## config.mk

```make
export PLATFORM = sky130hd
export DESIGN_NAME = spi_nor_flash_command_sequencer
export DESIGN_NICKNAME = d
export VERILOG_FILES = /design/src/rtl/snfcs_pkg.sv /design/src/rtl/spi_nor_flash_command_sequencer.sv /design/src/rtl/snfcs_front.sv /design/src/rtl/snfcs_queue.sv /design/src/rtl/snfcs_back.sv
export SDC_FILE = /design/constraint.sdc
export NUM_CORES = 1
export LEC_CHECK = 0
export ABC_CLOCK_PERIOD_IN_PS = 5390
export BUFFER_PORTS_ARGS = -buffer_cell sky130_fd_sc_hd__buf_4
export CAP_MARGIN = 20
export CORE_MARGIN = 5
export CORE_UTILIZATION = 57
export CTS_BUF_LIST = sky130_fd_sc_hd__clkbuf_4 sky130_fd_sc_hd__clkbuf_8
export DETAILED_ROUTE_END_ITERATION = 6
export PLACE_DENSITY_LB_ADDON = 0.08
export SETUP_SLACK_MARGIN = 0.2
export SLEW_MARGIN = 0
export SYNTH_ARGS = -nofsm -noshare
export SYNTH_HDL_FRONTEND = slang
export SYNTH_HIERARCHICAL = 1
export SYNTH_SLANG_ARGS = --single-unit
```

## constraint.sdc

```tcl
create_clock -name clock -period 5.39 [get_ports clock]
set_input_delay 0.2695 -clock clock [delete_from_list [all_inputs] [get_ports clock]]
set_output_delay 0.2695 -clock clock [all_outputs]
set_load 0.05 [all_outputs]
```

## src/rtl/snfcs_pkg.sv

```systemverilog
// types, codes and helpers of the spi nor flash command sequencer
package snfcs_pkg;

   // kind of input item
   typedef enum logic [1:0] {
      MODE_REQ = 2'd0,
      MODE_PAY = 2'd1,
      MODE_RX  = 2'd2
   } mode_type;

   // host commands
   typedef enum logic [1:0] {
      CMD_READ  = 2'd0,
      CMD_PROG  = 2'd1,
      CMD_ERASE = 2'd2,
      CMD_ID    = 2'd3
   } command_type;

   // result actions
   typedef enum logic [1:0] {
      ACT_XFER  = 2'd0,
      ACT_DESEL = 2'd1,
      ACT_DATA  = 2'd2,
      ACT_DONE  = 2'd3
   } action_type;

   // sequencer phases
   typedef enum logic [10:0] {
      PH_IDLE      = 11'b000_0000_0001,
      PH_POLL_CMD  = 11'b000_0000_0010,
      PH_POLL_STAT = 11'b000_0000_0100,
      PH_WREN      = 11'b000_0000_1000,
      PH_OPCODE    = 11'b000_0001_0000,
      PH_ADDR      = 11'b000_0010_0000,
      PH_READ      = 11'b000_0100_0000,
      PH_WAIT_PAY  = 11'b000_1000_0000,
      PH_PROG      = 11'b001_0000_0000,
      PH_ID_OP     = 11'b010_0000_0000,
      PH_ID_DATA   = 11'b100_0000_0000
   } phase_type;

   // flash opcodes
   localparam logic [7:0] OP_READ      = 8'h03;
   localparam logic [7:0] OP_PROG      = 8'h02;
   localparam logic [7:0] OP_ERASE     = 8'h20;
   localparam logic [7:0] OP_READ_ID   = 8'h9F;
   localparam logic [7:0] OP_WREN      = 8'h06;
   localparam logic [7:0] OP_READ_STAT = 8'h05;
   localparam logic [7:0] OP_DUMMY     = 8'h00;

   // queue between front and back
   localparam int QueueDepth = 4;
   localparam int QueuePtrW  = $clog2(QueueDepth);

   // one result item
   typedef struct packed {
      action_type action;
      logic [7:0] transmit_byte;
      logic [7:0] read_byte;
      logic [7:0] maker_code;
      logic [7:0] part_code;
   } result_type;

   // all results of one input item, count from 1 to 3
   typedef struct packed {
      logic [1:0]       count;
      result_type [2:0] res;
   } bundle_type;

   // build a result item
   function automatic result_type mk_res(action_type a, logic [7:0] tx, logic [7:0] rd,
                                         logic [7:0] mk, logic [7:0] pc);
      result_type r;
      r.action        = a;
      r.transmit_byte = tx;
      r.read_byte     = rd;
      r.maker_code    = mk;
      r.part_code     = pc;
      return r;
   endfunction

   // opcode of a command
   function automatic logic [7:0] opcode_of(command_type c);
      logic [7:0] op;
      unique case (c)
         CMD_READ:  op = OP_READ;
         CMD_PROG:  op = OP_PROG;
         CMD_ERASE: op = OP_ERASE;
         CMD_ID:    op = OP_READ_ID;
         default:   op = OP_READ_ID;
      endcase
      return op;
   endfunction

endpackage

```

## src/rtl/spi_nor_flash_command_sequencer.sv

```systemverilog
// results of an accepted item are stored in the bundle queue and come out on rsp behind earlier bundles
// throughput: one item per cycle while the 4-bundle queue has room; one result per ready cycle
// each item yields up to three results, drained by the back walker one per rsp handshake
// reset: synchronous, active high; phase goes idle, state registers and queue are cleared
// top level of the spi nor flash command sequencer
module spi_nor_flash_command_sequencer #(
   parameter int PAGE_BYTES = 256
) (
   input  logic        clock,
   input  logic        reset,
   input  logic        req_tvalid,
   output logic        req_tready,
   input  logic [1:0]  req_tuser,  // mode
   // command, flash_address, byte_count, payload_byte, received_byte, zero fill
   input  logic [71:0] req_tdata,
   output logic        rsp_tvalid,
   input  logic        rsp_tready,
   output logic [1:0]  rsp_tuser,  // action
   output logic        rsp_tlast,
   // transmit_byte, read_byte, maker_code, part_code
   output logic [31:0] rsp_tdata
);

   logic                  q_full;
   logic                  q_push;
   logic                  q_pop;
   logic                  q_empty;
   snfcs_pkg::bundle_type q_bundle;
   snfcs_pkg::bundle_type q_head;
   snfcs_pkg::result_type res;

   // command state machine
   snfcs_front #(
      .PAGE_BYTES(PAGE_BYTES)
   ) u_front (
      .clock       (clock),
      .reset       (reset),
      .in_valid    (req_tvalid),
      .in_ready    (req_tready),
      .in_mode     (req_tuser),
      .in_command  (req_tdata[1:0]),
      .in_address  (req_tdata[25:2]),
      .in_count    (req_tdata[48:26]),
      .in_payload  (req_tdata[56:49]),
      .in_received (req_tdata[64:57]),
      .q_full      (q_full),
      .q_push      (q_push),
      .q_bundle    (q_bundle)
   );

   // bundle queue
   snfcs_queue u_queue (
      .clock       (clock),
      .reset       (reset),
      .push        (q_push),
      .push_bundle (q_bundle),
      .full        (q_full),
      .pop         (q_pop),
      .empty       (q_empty),
      .head        (q_head)
   );

   // result walker
   snfcs_back u_back (
      .clock     (clock),
      .reset     (reset),
      .empty     (q_empty),
      .head      (q_head),
      .pop       (q_pop),
      .out_valid (rsp_tvalid),
      .out_ready (rsp_tready),
      .out_res   (res),
      .out_last  (rsp_tlast)
   );

   // result packing
   assign rsp_tuser = res.action;
   assign rsp_tdata = {res.part_code, res.maker_code, res.read_byte, res.transmit_byte};

endmodule

```

## src/rtl/snfcs_front.sv

```systemverilog
// front: accepts input items, runs the command state machine, builds result bundles
module snfcs_front #(
   parameter int PAGE_BYTES = 256
) (
   input  logic                   clock,
   input  logic                   reset,
   input  logic                   in_valid,
   output logic                   in_ready,
   input  logic [1:0]             in_mode,
   input  logic [1:0]             in_command,
   input  logic [23:0]            in_address,
   input  logic [22:0]            in_count,
   input  logic [7:0]             in_payload,
   input  logic [7:0]             in_received,
   input  logic                   q_full,
   output logic                   q_push,
   output snfcs_pkg::bundle_type  q_bundle
);

   localparam logic [22:0] PageLimit = 23'(PAGE_BYTES);

   snfcs_pkg::phase_type   phase_ff, phase_in;
   snfcs_pkg::command_type cmd_ff, cmd_in;
   logic [23:0]            addr_ff, addr_in;
   logic [22:0]            left_ff, left_in;
   logic [1:0]             hidx_ff, hidx_in;
   logic [7:0]             maker_ff, maker_in;
   logic                   final_ff, final_in;

   logic                   fire;
   logic [1:0]             n;
   logic [22:0]            cnt_sat;
   snfcs_pkg::command_type req_cmd;

   assign in_ready = !q_full;
   assign fire     = in_valid && in_ready;
   assign req_cmd  = snfcs_pkg::command_type'(in_command);

   // program length saturates at one page
   always_comb begin
      if (req_cmd == snfcs_pkg::CMD_PROG && in_count > PageLimit) begin
         cnt_sat = PageLimit;
      end else begin
         cnt_sat = in_count;
      end
   end

   // next state and result bundle
   always_comb begin
      phase_in = phase_ff;
      cmd_in   = cmd_ff;
      addr_in  = addr_ff;
      left_in  = left_ff;
      hidx_in  = hidx_ff;
      maker_in = maker_ff;
      final_in = final_ff;
      n        = 2'd0;
      q_bundle = '0;
      if (fire) begin
         unique case (snfcs_pkg::mode_type'(in_mode))
            snfcs_pkg::MODE_REQ: begin
               if (phase_ff == snfcs_pkg::PH_IDLE) begin
                  cmd_in   = req_cmd;
                  addr_in  = in_address;
                  hidx_in  = 2'd0;
                  final_in = 1'b0;
                  left_in  = cnt_sat;
                  if (req_cmd == snfcs_pkg::CMD_ID) begin
                     phase_in = snfcs_pkg::PH_ID_OP;
                     q_bundle.res[n] = snfcs_pkg::mk_res(snfcs_pkg::ACT_XFER,
                        snfcs_pkg::OP_READ_ID, 8'd0, 8'd0, 8'd0);
                  end else begin
                     phase_in = snfcs_pkg::PH_POLL_CMD;
                     q_bundle.res[n] = snfcs_pkg::mk_res(snfcs_pkg::ACT_XFER,
                        snfcs_pkg::OP_READ_STAT, 8'd0, 8'd0, 8'd0);
                  end
                  n = n + 2'd1;
               end
            end
            snfcs_pkg::MODE_PAY: begin
               if (phase_ff == snfcs_pkg::PH_WAIT_PAY) begin
                  phase_in = snfcs_pkg::PH_PROG;
                  q_bundle.res[n] = snfcs_pkg::mk_res(snfcs_pkg::ACT_XFER,
                     in_payload, 8'd0, 8'd0, 8'd0);
                  n = n + 2'd1;
               end
            end
            snfcs_pkg::MODE_RX: begin
               unique case (phase_ff)
                  snfcs_pkg::PH_POLL_CMD: begin
                     phase_in = snfcs_pkg::PH_POLL_STAT;
                     q_bundle.res[n] = snfcs_pkg::mk_res(snfcs_pkg::ACT_XFER,
                        snfcs_pkg::OP_DUMMY, 8'd0, 8'd0, 8'd0);
                     n = n + 2'd1;
                  end
                  snfcs_pkg::PH_POLL_STAT: begin
                     q_bundle.res[n] = snfcs_pkg::mk_res(snfcs_pkg::ACT_DESEL,
                        8'd0, 8'd0, 8'd0, 8'd0);
                     n = n + 2'd1;
                     priority if (in_received[0]) begin
                        phase_in = snfcs_pkg::PH_POLL_CMD;
                        q_bundle.res[n] = snfcs_pkg::mk_res(snfcs_pkg::ACT_XFER,
                           snfcs_pkg::OP_READ_STAT, 8'd0, 8'd0, 8'd0);
                     end else if (final_ff) begin
                        phase_in = snfcs_pkg::PH_IDLE;
                        final_in = 1'b0;
                        q_bundle.res[n] = snfcs_pkg::mk_res(snfcs_pkg::ACT_DONE,
                           8'd0, 8'd0, 8'd0, 8'd0);
                     end else if (cmd_ff == snfcs_pkg::CMD_READ) begin
                        phase_in = snfcs_pkg::PH_OPCODE;
                        q_bundle.res[n] = snfcs_pkg::mk_res(snfcs_pkg::ACT_XFER,
                           snfcs_pkg::OP_READ, 8'd0, 8'd0, 8'd0);
                     end else begin
                        phase_in = snfcs_pkg::PH_WREN;
                        q_bundle.res[n] = snfcs_pkg::mk_res(snfcs_pkg::ACT_XFER,
                           snfcs_pkg::OP_WREN, 8'd0, 8'd0, 8'd0);
                     end
                     n = n + 2'd1;
                  end
                  snfcs_pkg::PH_WREN: begin
                     q_bundle.res[n] = snfcs_pkg::mk_res(snfcs_pkg::ACT_DESEL,
                        8'd0, 8'd0, 8'd0, 8'd0);
                     n = n + 2'd1;
                     phase_in = snfcs_pkg::PH_OPCODE;
                     q_bundle.res[n] = snfcs_pkg::mk_res(snfcs_pkg::ACT_XFER,
                        snfcs_pkg::opcode_of(cmd_ff), 8'd0, 8'd0, 8'd0);
                     n = n + 2'd1;
                  end
                  snfcs_pkg::PH_OPCODE: begin
                     phase_in = snfcs_pkg::PH_ADDR;
                     hidx_in  = 2'd0;
                     q_bundle.res[n] = snfcs_pkg::mk_res(snfcs_pkg::ACT_XFER,
                        addr_ff[23:16], 8'd0, 8'd0, 8'd0);
                     n = n + 2'd1;
                  end
                  snfcs_pkg::PH_ADDR: begin
                     priority if (hidx_ff == 2'd0) begin
                        hidx_in = 2'd1;
                        q_bundle.res[n] = snfcs_pkg::mk_res(snfcs_pkg::ACT_XFER,
                           addr_ff[15:8], 8'd0, 8'd0, 8'd0);
                        n = n + 2'd1;
                     end else if (hidx_ff == 2'd1) begin
                        hidx_in = 2'd2;
                        q_bundle.res[n] = snfcs_pkg::mk_res(snfcs_pkg::ACT_XFER,
                           addr_ff[7:0], 8'd0, 8'd0, 8'd0);
                        n = n + 2'd1;
                     end else if (cmd_ff == snfcs_pkg::CMD_READ) begin
                        if (left_ff == 23'd0) begin
                           q_bundle.res[n] = snfcs_pkg::mk_res(snfcs_pkg::ACT_DESEL,
                              8'd0, 8'd0, 8'd0, 8'd0);
                           n = n + 2'd1;
                           phase_in = snfcs_pkg::PH_IDLE;
                           final_in = 1'b0;
                           q_bundle.res[n] = snfcs_pkg::mk_res(snfcs_pkg::ACT_DONE,
                              8'd0, 8'd0, 8'd0, 8'd0);
                           n = n + 2'd1;
                        end else begin
                           phase_in = snfcs_pkg::PH_READ;
                           q_bundle.res[n] = snfcs_pkg::mk_res(snfcs_pkg::ACT_XFER,
                              snfcs_pkg::OP_DUMMY, 8'd0, 8'd0, 8'd0);
                           n = n + 2'd1;
                        end
                     end else if (cmd_ff == snfcs_pkg::CMD_PROG && left_ff != 23'd0) begin
                        phase_in = snfcs_pkg::PH_WAIT_PAY;
                     end else begin
                        q_bundle.res[n] = snfcs_pkg::mk_res(snfcs_pkg::ACT_DESEL,
                           8'd0, 8'd0, 8'd0, 8'd0);
                        n = n + 2'd1;
                        final_in = 1'b1;
                        phase_in = snfcs_pkg::PH_POLL_CMD;
                        q_bundle.res[n] = snfcs_pkg::mk_res(snfcs_pkg::ACT_XFER,
                           snfcs_pkg::OP_READ_STAT, 8'd0, 8'd0, 8'd0);
                        n = n + 2'd1;
                     end
                  end
                  snfcs_pkg::PH_READ: begin
                     q_bundle.res[n] = snfcs_pkg::mk_res(snfcs_pkg::ACT_DATA,
                        8'd0, in_received, 8'd0, 8'd0);
                     n = n + 2'd1;
                     left_in = left_ff - 23'd1;
                     if (left_ff == 23'd1) begin
                        q_bundle.res[n] = snfcs_pkg::mk_res(snfcs_pkg::ACT_DESEL,
                           8'd0, 8'd0, 8'd0, 8'd0);
                        n = n + 2'd1;
                        phase_in = snfcs_pkg::PH_IDLE;
                        final_in = 1'b0;
                        q_bundle.res[n] = snfcs_pkg::mk_res(snfcs_pkg::ACT_DONE,
                           8'd0, 8'd0, 8'd0, 8'd0);
                     end else begin
                        q_bundle.res[n] = snfcs_pkg::mk_res(snfcs_pkg::ACT_XFER,
                           snfcs_pkg::OP_DUMMY, 8'd0, 8'd0, 8'd0);
                     end
                     n = n + 2'd1;
                  end
                  snfcs_pkg::PH_PROG: begin
                     left_in = left_ff - 23'd1;
                     if (left_ff == 23'd1) begin
                        q_bundle.res[n] = snfcs_pkg::mk_res(snfcs_pkg::ACT_DESEL,
                           8'd0, 8'd0, 8'd0, 8'd0);
                        n = n + 2'd1;
                        final_in = 1'b1;
                        phase_in = snfcs_pkg::PH_POLL_CMD;
                        q_bundle.res[n] = snfcs_pkg::mk_res(snfcs_pkg::ACT_XFER,
                           snfcs_pkg::OP_READ_STAT, 8'd0, 8'd0, 8'd0);
                        n = n + 2'd1;
                     end else begin
                        phase_in = snfcs_pkg::PH_WAIT_PAY;
                     end
                  end
                  snfcs_pkg::PH_ID_OP: begin
                     phase_in = snfcs_pkg::PH_ID_DATA;
                     hidx_in  = 2'd0;
                     q_bundle.res[n] = snfcs_pkg::mk_res(snfcs_pkg::ACT_XFER,
                        snfcs_pkg::OP_DUMMY, 8'd0, 8'd0, 8'd0);
                     n = n + 2'd1;
                  end
                  snfcs_pkg::PH_ID_DATA: begin
                     priority if (hidx_ff == 2'd0) begin
                        maker_in = in_received;
                        hidx_in  = 2'd1;
                        q_bundle.res[n] = snfcs_pkg::mk_res(snfcs_pkg::ACT_XFER,
                           snfcs_pkg::OP_DUMMY, 8'd0, 8'd0, 8'd0);
                     end else if (hidx_ff == 2'd1) begin
                        hidx_in = 2'd2;
                        q_bundle.res[n] = snfcs_pkg::mk_res(snfcs_pkg::ACT_XFER,
                           snfcs_pkg::OP_DUMMY, 8'd0, 8'd0, 8'd0);
                     end else begin
                        q_bundle.res[n] = snfcs_pkg::mk_res(snfcs_pkg::ACT_DESEL,
                           8'd0, 8'd0, 8'd0, 8'd0);
                        n = n + 2'd1;
                        phase_in = snfcs_pkg::PH_IDLE;
                        final_in = 1'b0;
                        q_bundle.res[n] = snfcs_pkg::mk_res(snfcs_pkg::ACT_DONE,
                           8'd0, 8'd0, maker_ff, in_received);
                     end
                     n = n + 2'd1;
                  end
                  default: begin
                  end
               endcase
            end
            default: begin
            end
         endcase
      end
      q_bundle.count = n;
   end

   // a bundle goes to the queue only when the item caused results
   assign q_push = fire && (n != 2'd0);

   // control state
   always_ff @(posedge clock) begin
      if (reset) begin
         phase_ff <= snfcs_pkg::PH_IDLE;
         cmd_ff   <= snfcs_pkg::CMD_READ;
         addr_ff  <= '0;
         left_ff  <= '0;
         hidx_ff  <= '0;
         maker_ff <= '0;
         final_ff <= 1'b0;
      end else begin
         phase_ff <= phase_in;
         cmd_ff   <= cmd_in;
         addr_ff  <= addr_in;
         left_ff  <= left_in;
         hidx_ff  <= hidx_in;
         maker_ff <= maker_in;
         final_ff <= final_in;
      end
   end

endmodule

```

## src/rtl/snfcs_queue.sv

```systemverilog
// short queue of result bundles between front and back
module snfcs_queue (
   input  logic                  clock,
   input  logic                  reset,
   input  logic                  push,
   input  snfcs_pkg::bundle_type push_bundle,
   output logic                  full,
   input  logic                  pop,
   output logic                  empty,
   output snfcs_pkg::bundle_type head
);

   localparam int CntW = $clog2(snfcs_pkg::QueueDepth + 1);

   snfcs_pkg::bundle_type            slot_ff [snfcs_pkg::QueueDepth];
   logic [snfcs_pkg::QueuePtrW-1:0]  wr_ff, wr_in;
   logic [snfcs_pkg::QueuePtrW-1:0]  rd_ff, rd_in;
   logic [CntW-1:0]                  cnt_ff, cnt_in;

   assign full  = (cnt_ff == CntW'(snfcs_pkg::QueueDepth));
   assign empty = (cnt_ff == '0);
   assign head  = slot_ff[rd_ff];

   // pointer and fill count
   always_comb begin
      wr_in  = wr_ff;
      rd_in  = rd_ff;
      cnt_in = cnt_ff;
      if (push) begin
         wr_in = wr_ff + 1'b1;
      end
      if (pop) begin
         rd_in = rd_ff + 1'b1;
      end
      if (push && !pop) begin
         cnt_in = cnt_ff + 1'b1;
      end else if (pop && !push) begin
         cnt_in = cnt_ff - 1'b1;
      end
   end

   always_ff @(posedge clock) begin
      if (reset) begin
         wr_ff  <= '0;
         rd_ff  <= '0;
         cnt_ff <= '0;
      end else begin
         wr_ff  <= wr_in;
         rd_ff  <= rd_in;
         cnt_ff <= cnt_in;
      end
   end

   // bundle storage
   always_ff @(posedge clock) begin
      if (push) begin
         slot_ff[wr_ff] <= push_bundle;
      end
   end

endmodule

```

## src/rtl/snfcs_back.sv

```systemverilog
// back: walks the head bundle and hands out one result item per handshake
module snfcs_back (
   input  logic                  clock,
   input  logic                  reset,
   input  logic                  empty,
   input  snfcs_pkg::bundle_type head,
   output logic                  pop,
   output logic                  out_valid,
   input  logic                  out_ready,
   output snfcs_pkg::result_type out_res,
   output logic                  out_last
);

   logic [1:0] idx_ff, idx_in;
   logic       fire;

   assign out_valid = !empty;
   assign out_res   = head.res[idx_ff];
   assign out_last  = (idx_ff == head.count - 2'd1);
   assign fire      = out_valid && out_ready;
   assign pop       = fire && out_last;

   // position inside the head bundle
   always_comb begin
      idx_in = idx_ff;
      if (pop) begin
         idx_in = 2'd0;
      end else if (fire) begin
         idx_in = idx_ff + 2'd1;
      end
   end

   always_ff @(posedge clock) begin
      if (reset) begin
         idx_ff <= 2'd0;
      end else begin
         idx_ff <= idx_in;
      end
   end

endmodule

```

## After elaboration in Yosys (flattened, before gate mapping)

Memory sizes are Yosys's and may differ from the RTL's. A register that Yosys moved wholly into a read port is not among the register bits.
Index checks and enable logic that the tools add are counted.
W data, S select, Z words.

- Memory bits (writable): 416
- Register bits: 80
- Memories kept: 1

- Reduce and logical (&&, ||, !) cells: 34
- $lt $le $gt $ge: 2
- Equality and inequality tests: 38
- Mux-type cells: 95
- Add/sub/neg operators: 9

Memories:

| memory | words | bits a word | rd ports | clocked after Yosys merged registers in | wr ports | RTL line | RTL |
|---|---|---|---|---|---|---|---|
| u_queue.slot_ff | 4 | 104 | 1 | 1 | 1 | snfcs_queue.sv:15 | `snfcs_pkg::bundle_type slot_ff [snfcs_pkg::QueueDepth];` |

Operator list:

| kind | count |
|---|---|
| $mux W34 | 14 |
| $pmux W34 S6 | 2 |
| $mux W68 | 2 |
| $mux W61 | 2 |
| $mux W102 | 1 |
| $pmux W34 S3 | 1 |
| $mux W33 | 3 |
| $pmux W11 S9 | 1 |
| $mux W11 | 8 |
| $mux W23 | 3 |
| $bmux W34 S2 | 1 |
| $mux W32 | 2 |
| $pmux W23 S2 | 1 |
| $mux W2 | 20 |
| $pmux W11 S3 | 1 |
| $pmux W8 S4 | 1 |
| $mux W27 | 1 |
| $mux W8 | 3 |
| $eq A23 B1 Y1 const B | 1 |
| $gt A23 B9 Y1 const B | 1 |
| $logic_not A23 Y1 | 1 |
| $reduce_bool A23 Y1 | 1 |
| $sub A23 B1 Y23 const B | 1 |
| $ne A3 B3 Y1 const B | 6 |
| other kinds (51) | 100 |

## Depth between registers and ports, before layout

- Depth after elaboration: 16
- Gate-level depth with buffers: 15
- Mapped depth without buffers: 14

## Cells and area by module

Netlist, hierarchy kept.

Modules (own cells, without submodules):

| module | area each (µm²) | times used | cells an instance |
|---|---|---|---|
| snfcs_queue | 15453.6 | 1 | 588 |
| snfcs_front | 5243.8 | 1 | 710 |
| snfcs_back | 859.6 | 1 | 133 |

## Worst setup path before layout

Ideal clock, no wire load.

- Path type: register -> register
- Start: register u_front.phase_ff[6]
- End: memory u_queue/slot_ff[0][0] in the netlist's numbering, enable pin
- Setup slack: 0.507 ns
- Buffers on the path: 0
- Stages on the path, launching flop included: 8
- Library setup time: 0.474 ns
- Data arrival time: 4.408 ns
- Cell sequence: dfxtp_1 -> nor3_1 -> nand4_1 -> and4_1 -> and3_1 -> a211oi_1 -> or2_2 -> and2_1

RTL lines:

| element | RTL line | RTL |
|---|---|---|
| start: declaration | snfcs_front.sv:22 | `snfcs_pkg::phase_type phase_ff, phase_in;` |
| start signal: assignment | snfcs_front.sv:255 | `phase_ff <= snfcs_pkg::PH_IDLE;` |
| start signal: assignment | snfcs_front.sv:263 | `phase_ff <= phase_in;` |
| end: declaration | snfcs_queue.sv:15 |  |

==> results.txt <==
----------------------------------------------------
[Setup path]
  Kind of cell adding the most delay to the critical path ... simple AND/OR/NAND/NOR gates
  CP max stage cell ... sky130_fd_sc_hd__nor3_1
  Critical path type ... reg2reg
  Reg-to-reg critical path endpoint ... u_queue/cnt_ff[2]
  Launching instance or port of the critical path ... u_front/phase_ff[6]
  Cells on worst reg2reg path ... 12
  Data arrival time of the critical path ... roughly 4400 ps
  Critical Path RT ... 5940 ps
  Crit-path max FO ... 7
  Logic depth of the worst path, buffers included ... 12
  Setup crit end kind ... register
  Critical path cell sequence ... nor3_1 > nand4_1 > and4_1 > and3_1 > a211oi_1 > or2_2 > ha_1 > inv_1 > fa_1 > xor2_1 > or3_1 > a21oi_1
  Number of buffer and inverter instances along the worst setup path ... 1
  Worst reg2reg setup slack ... 1500 ps
  End point of the critical path ... u_queue/cnt_ff[2]
  Origin of the critical flop-to-flop path ... u_front/phase_ff[6]
  Critical path startpoint category ... register
  CP peak stage delay ... 640 ps

[Clocking]
  Clock Latency Late Sink ... 630 ps
  Number of sinks driven by the clock tree ... 498
  CTS tree ... done
  Clock-pin transition on the worst setup and hold timing paths ... 60 ps
  Clock tree buffer depth ... 3
  Clock H-tree levels ... 3
  TritonCTS buffer count ... approximately 80
  Clock root buffer master ... sky130_fd_sc_hd__clkbuf_8

[Routing]
  Detailed Route Iter0 Violations ... 809
  DRC violation count after routing ... 0
  Vias post-DR ... between 10000 and 15000
  Routed vias/inst ... between 5 and 6
  Routed wire length per instance ... between 20 and 25 um
  Detailed Routing Iterations Pass 1 ... 5
  Post-route antenna net violation count ... 0
  Final wirelength ... 45.2 mm

[Final layout]
  Diodes inserted ... 0
  Total Nets Final ... between 1500 and 2000
  Most common cell after layout, fill and taps aside ... sky130_fd_sc_hd__edfxtp_1
  Layout cells sized above 1 ... a little under a quarter
  Area added between synthesis and finish ... 14.2%
  Commonest cells after routing, fill and taps aside ... 416 x sky130_fd_sc_hd__edfxtp_1, 128 x sky130_fd_sc_hd__buf_4, 114 x sky130_fd_sc_hd__nand2_1

[Timing]
  Setup Skew ... 35.1 ps
  Endpoints failing setup ... 0
  Ratio of final minimum period to clock period ... 72.2%
  Fmax ... 257 MHz
  Minimum period implied by the final worst setup slack ... 3890 ps
  Actual transition at the worst max-transition pin ... 1060 ps
  RSZ-0062 raised after global routing ... false
  Setup tns final ... 0 ps
  Final hold violation count ... 0
  Max_slew headroom ... 29.3%
  Max Transition Viols Final ... 0

[Synthesis]
  Fraction of registers with async set/reset ... 0%
  Count of flip-flops with a built-in enable after synthesis ... 416
  Combined area of all synthesized cells ... about 22000 um2
  Number of distinct library cells after synthesis ... 69
  Flip-flop and latch count after synthesis ... 498
  Commonest register cell after synthesis ... sky130_fd_sc_hd__edfxtp_1
  Post-synthesis area per instance ... 15.1 um2
  Number of instances in the synthesized netlist ... 1431
  Part of the Yosys area used for sequential elements ... 65.6%
  Total of warnings raised by yosys ... 6

[Flow run]
  Maximum capacitance violations ... 0

[Place]
  Port buffer count ... 107
  Dpl hpwl ... 27.2 mm
  Routability congestion estimate ... 0.854

[Die]
  Starting utilization of the core area ... 57.5%
  Core box area ... 37500 um2
  Floorplan row count ... 71
  Chip height ... 204 um
  Die Area ... 41800 um2
  I/O Pins ... 115
  Overall die width ... between 200 and 250 um

[Hold path]
  Worst hold path type ... in2reg

[Pwr]
  Maximum vdd ir drop ... 0.294 mV
  Cell leakage power ... around 0.008 uW
  Power Density ... 332 nW/um2
  Final total power ... 8170 uW

[Outcome]
  Run status ... completed

[Global route]
  Maximum number of pins on one net before global-route repair ... 79
  Antenna violations before repair ... 0
  Total GRT Usage ... 21.9%
  Global-route wire length before repair ... 71.0 mm
  Number of global-route vias before repair ... 13000
  Overflow left after global routing ... 0

----------------------------------------------------
## power by group
group	switching, uW	internal [uW]	total, uW
clock network	1400	1740	3140
logic	485	287	773
registers	49.4	4200	4250
total	1940	6230	8170
## sequential cells by signal, indices dropped and copies added (netlist names), named ones only
signal and flops:
u_front/phase_ff 11, u_back/idx_ff 2, u_queue/slot_ff 416, u_front/final_ff 1, u_front/maker_ff 8, u_queue/cnt_ff 3, u_front/hidx_ff 2, u_front/addr_ff 24
u_queue/wr_ff 2, u_queue/rd_ff 2, u_front/cmd_ff 2, u_front/left_ff 23
## what timing repair did
item,CTS,global route
endpoints found under the hold margin,41,0
setup endpoints to repair,0,0
gates resized for setup,0,0
buffers inserted,0,0
hold buffers,40,0
## per-stage QoR
stage               instances  util [%]  worst slack [ps]  hold slack, ps  cell area [um2]
floorplan                1487         -               507             339            21800
global placement         2000      60.4              1560             439            22600
detailed placement       2000      60.4              1520             443            22600
CTS                      2184      65.7              1490            2.24            24600
global route             2184      65.7              1160            30.6            24600
finish                   2184      65.7              1500            61.0            24600
## per-layer routing
layer  GRT usage, %  part of all wire, %
met1           29.2                   41
met2           37.4                   51
met3           4.30                  5.7
met4           6.08                  1.8
met5              0                    0
## area by class of cell
cell class / instances / area, um2
clock buffers: 121 / 1470
clock inverters: 23 / 108
fillers: 2751 / 12900
inverters: 30 / 113
multi-input cells: 827 / 6670
flip-flops and latches: 498 / 14100
well taps: 511 / 639
repair buffers: 174 / 1480
## kinds of logic (layout without fill, tap and decap cells)
logic type | count (synthesis) | in the layout | synth area share (%)
AO/OA/AOI/OAI | 221 | 221 | 5.99
XOR/XNOR | 13 | 13 | 0.528
adder cells (fa/ha/maj) | 18 | 18 | 1.08
buffers and inverters | 162 | 348 | 4.50
flip-flops | 498 | 498 | 65.6
multiplexers | 157 | 157 | 13.4
other | 1 | 57 | 0.0174
AND/OR/NAND/NOR | 361 | 361 | 8.94
## Yosys cell counts, types with 8 or more instances
cell                       number  share of area, %
sky130_fd_sc_hd__clkbuf_1      36              0.63
sky130_fd_sc_hd__and2_1        33              0.96
sky130_fd_sc_hd__ha_1          17              0.99
sky130_fd_sc_hd__nand3_1       14              0.33
sky130_fd_sc_hd__nand2_1      114               2.0
sky130_fd_sc_hd__buf_2         20              0.46
sky130_fd_sc_hd__nor2_1        61               1.1
sky130_fd_sc_hd__buf_4         65               2.3
sky130_fd_sc_hd__o21ai_1       34              0.79
sky130_fd_sc_hd__a31oi_1       15              0.44
sky130_fd_sc_hd__a21oi_1       73               1.7
sky130_fd_sc_hd__edfxtp_1     416                58
sky130_fd_sc_hd__nor3_1        25              0.58
sky130_fd_sc_hd__o21ai_0       48               1.1
sky130_fd_sc_hd__a221oi_1       8              0.33
sky130_fd_sc_hd__mux2_2         8              0.42
sky130_fd_sc_hd__nor3b_1       15              0.52
sky130_fd_sc_hd__mux4_2       104                11
sky130_fd_sc_hd__nor4_1        13              0.38
sky130_fd_sc_hd__nand2b_1       8              0.23
sky130_fd_sc_hd__inv_1         30              0.52
sky130_fd_sc_hd__nand4_1       18              0.52
sky130_fd_sc_hd__dfxtp_1       82               7.6
sky130_fd_sc_hd__nor2b_1       11              0.32
sky130_fd_sc_hd__mux2i_1       45               2.1
## worst min-delay path by stage
stage / start / to / cells past startpoint
global placement: u_front/addr_ff[4] / u_front/addr_ff[4] / 2
CTS: req_tdata[27] / u_front/left_ff[1] / 3
floorplan: reset / u_back/idx_ff[0] / 1
finish: req_tdata[27] / u_front/left_ff[1] / 3
detailed placement: u_front/addr_ff[1] / u_front/addr_ff[1] / 2
global route: req_tdata[27] / u_front/left_ff[1] / 3
## worst reg2reg max path: cells and delay by family (launching register included)
family                     cells  cell delay, ps
and+or+nand+nor                6            1990
AOI/OAI and AO/OA              2             600
adders and majority gates      2             590
DFF                            1             380
xor gates and xnor gates       1             180
buffers and inverters          1              60
Note: power is estimated with default switching activity, not from simulation.
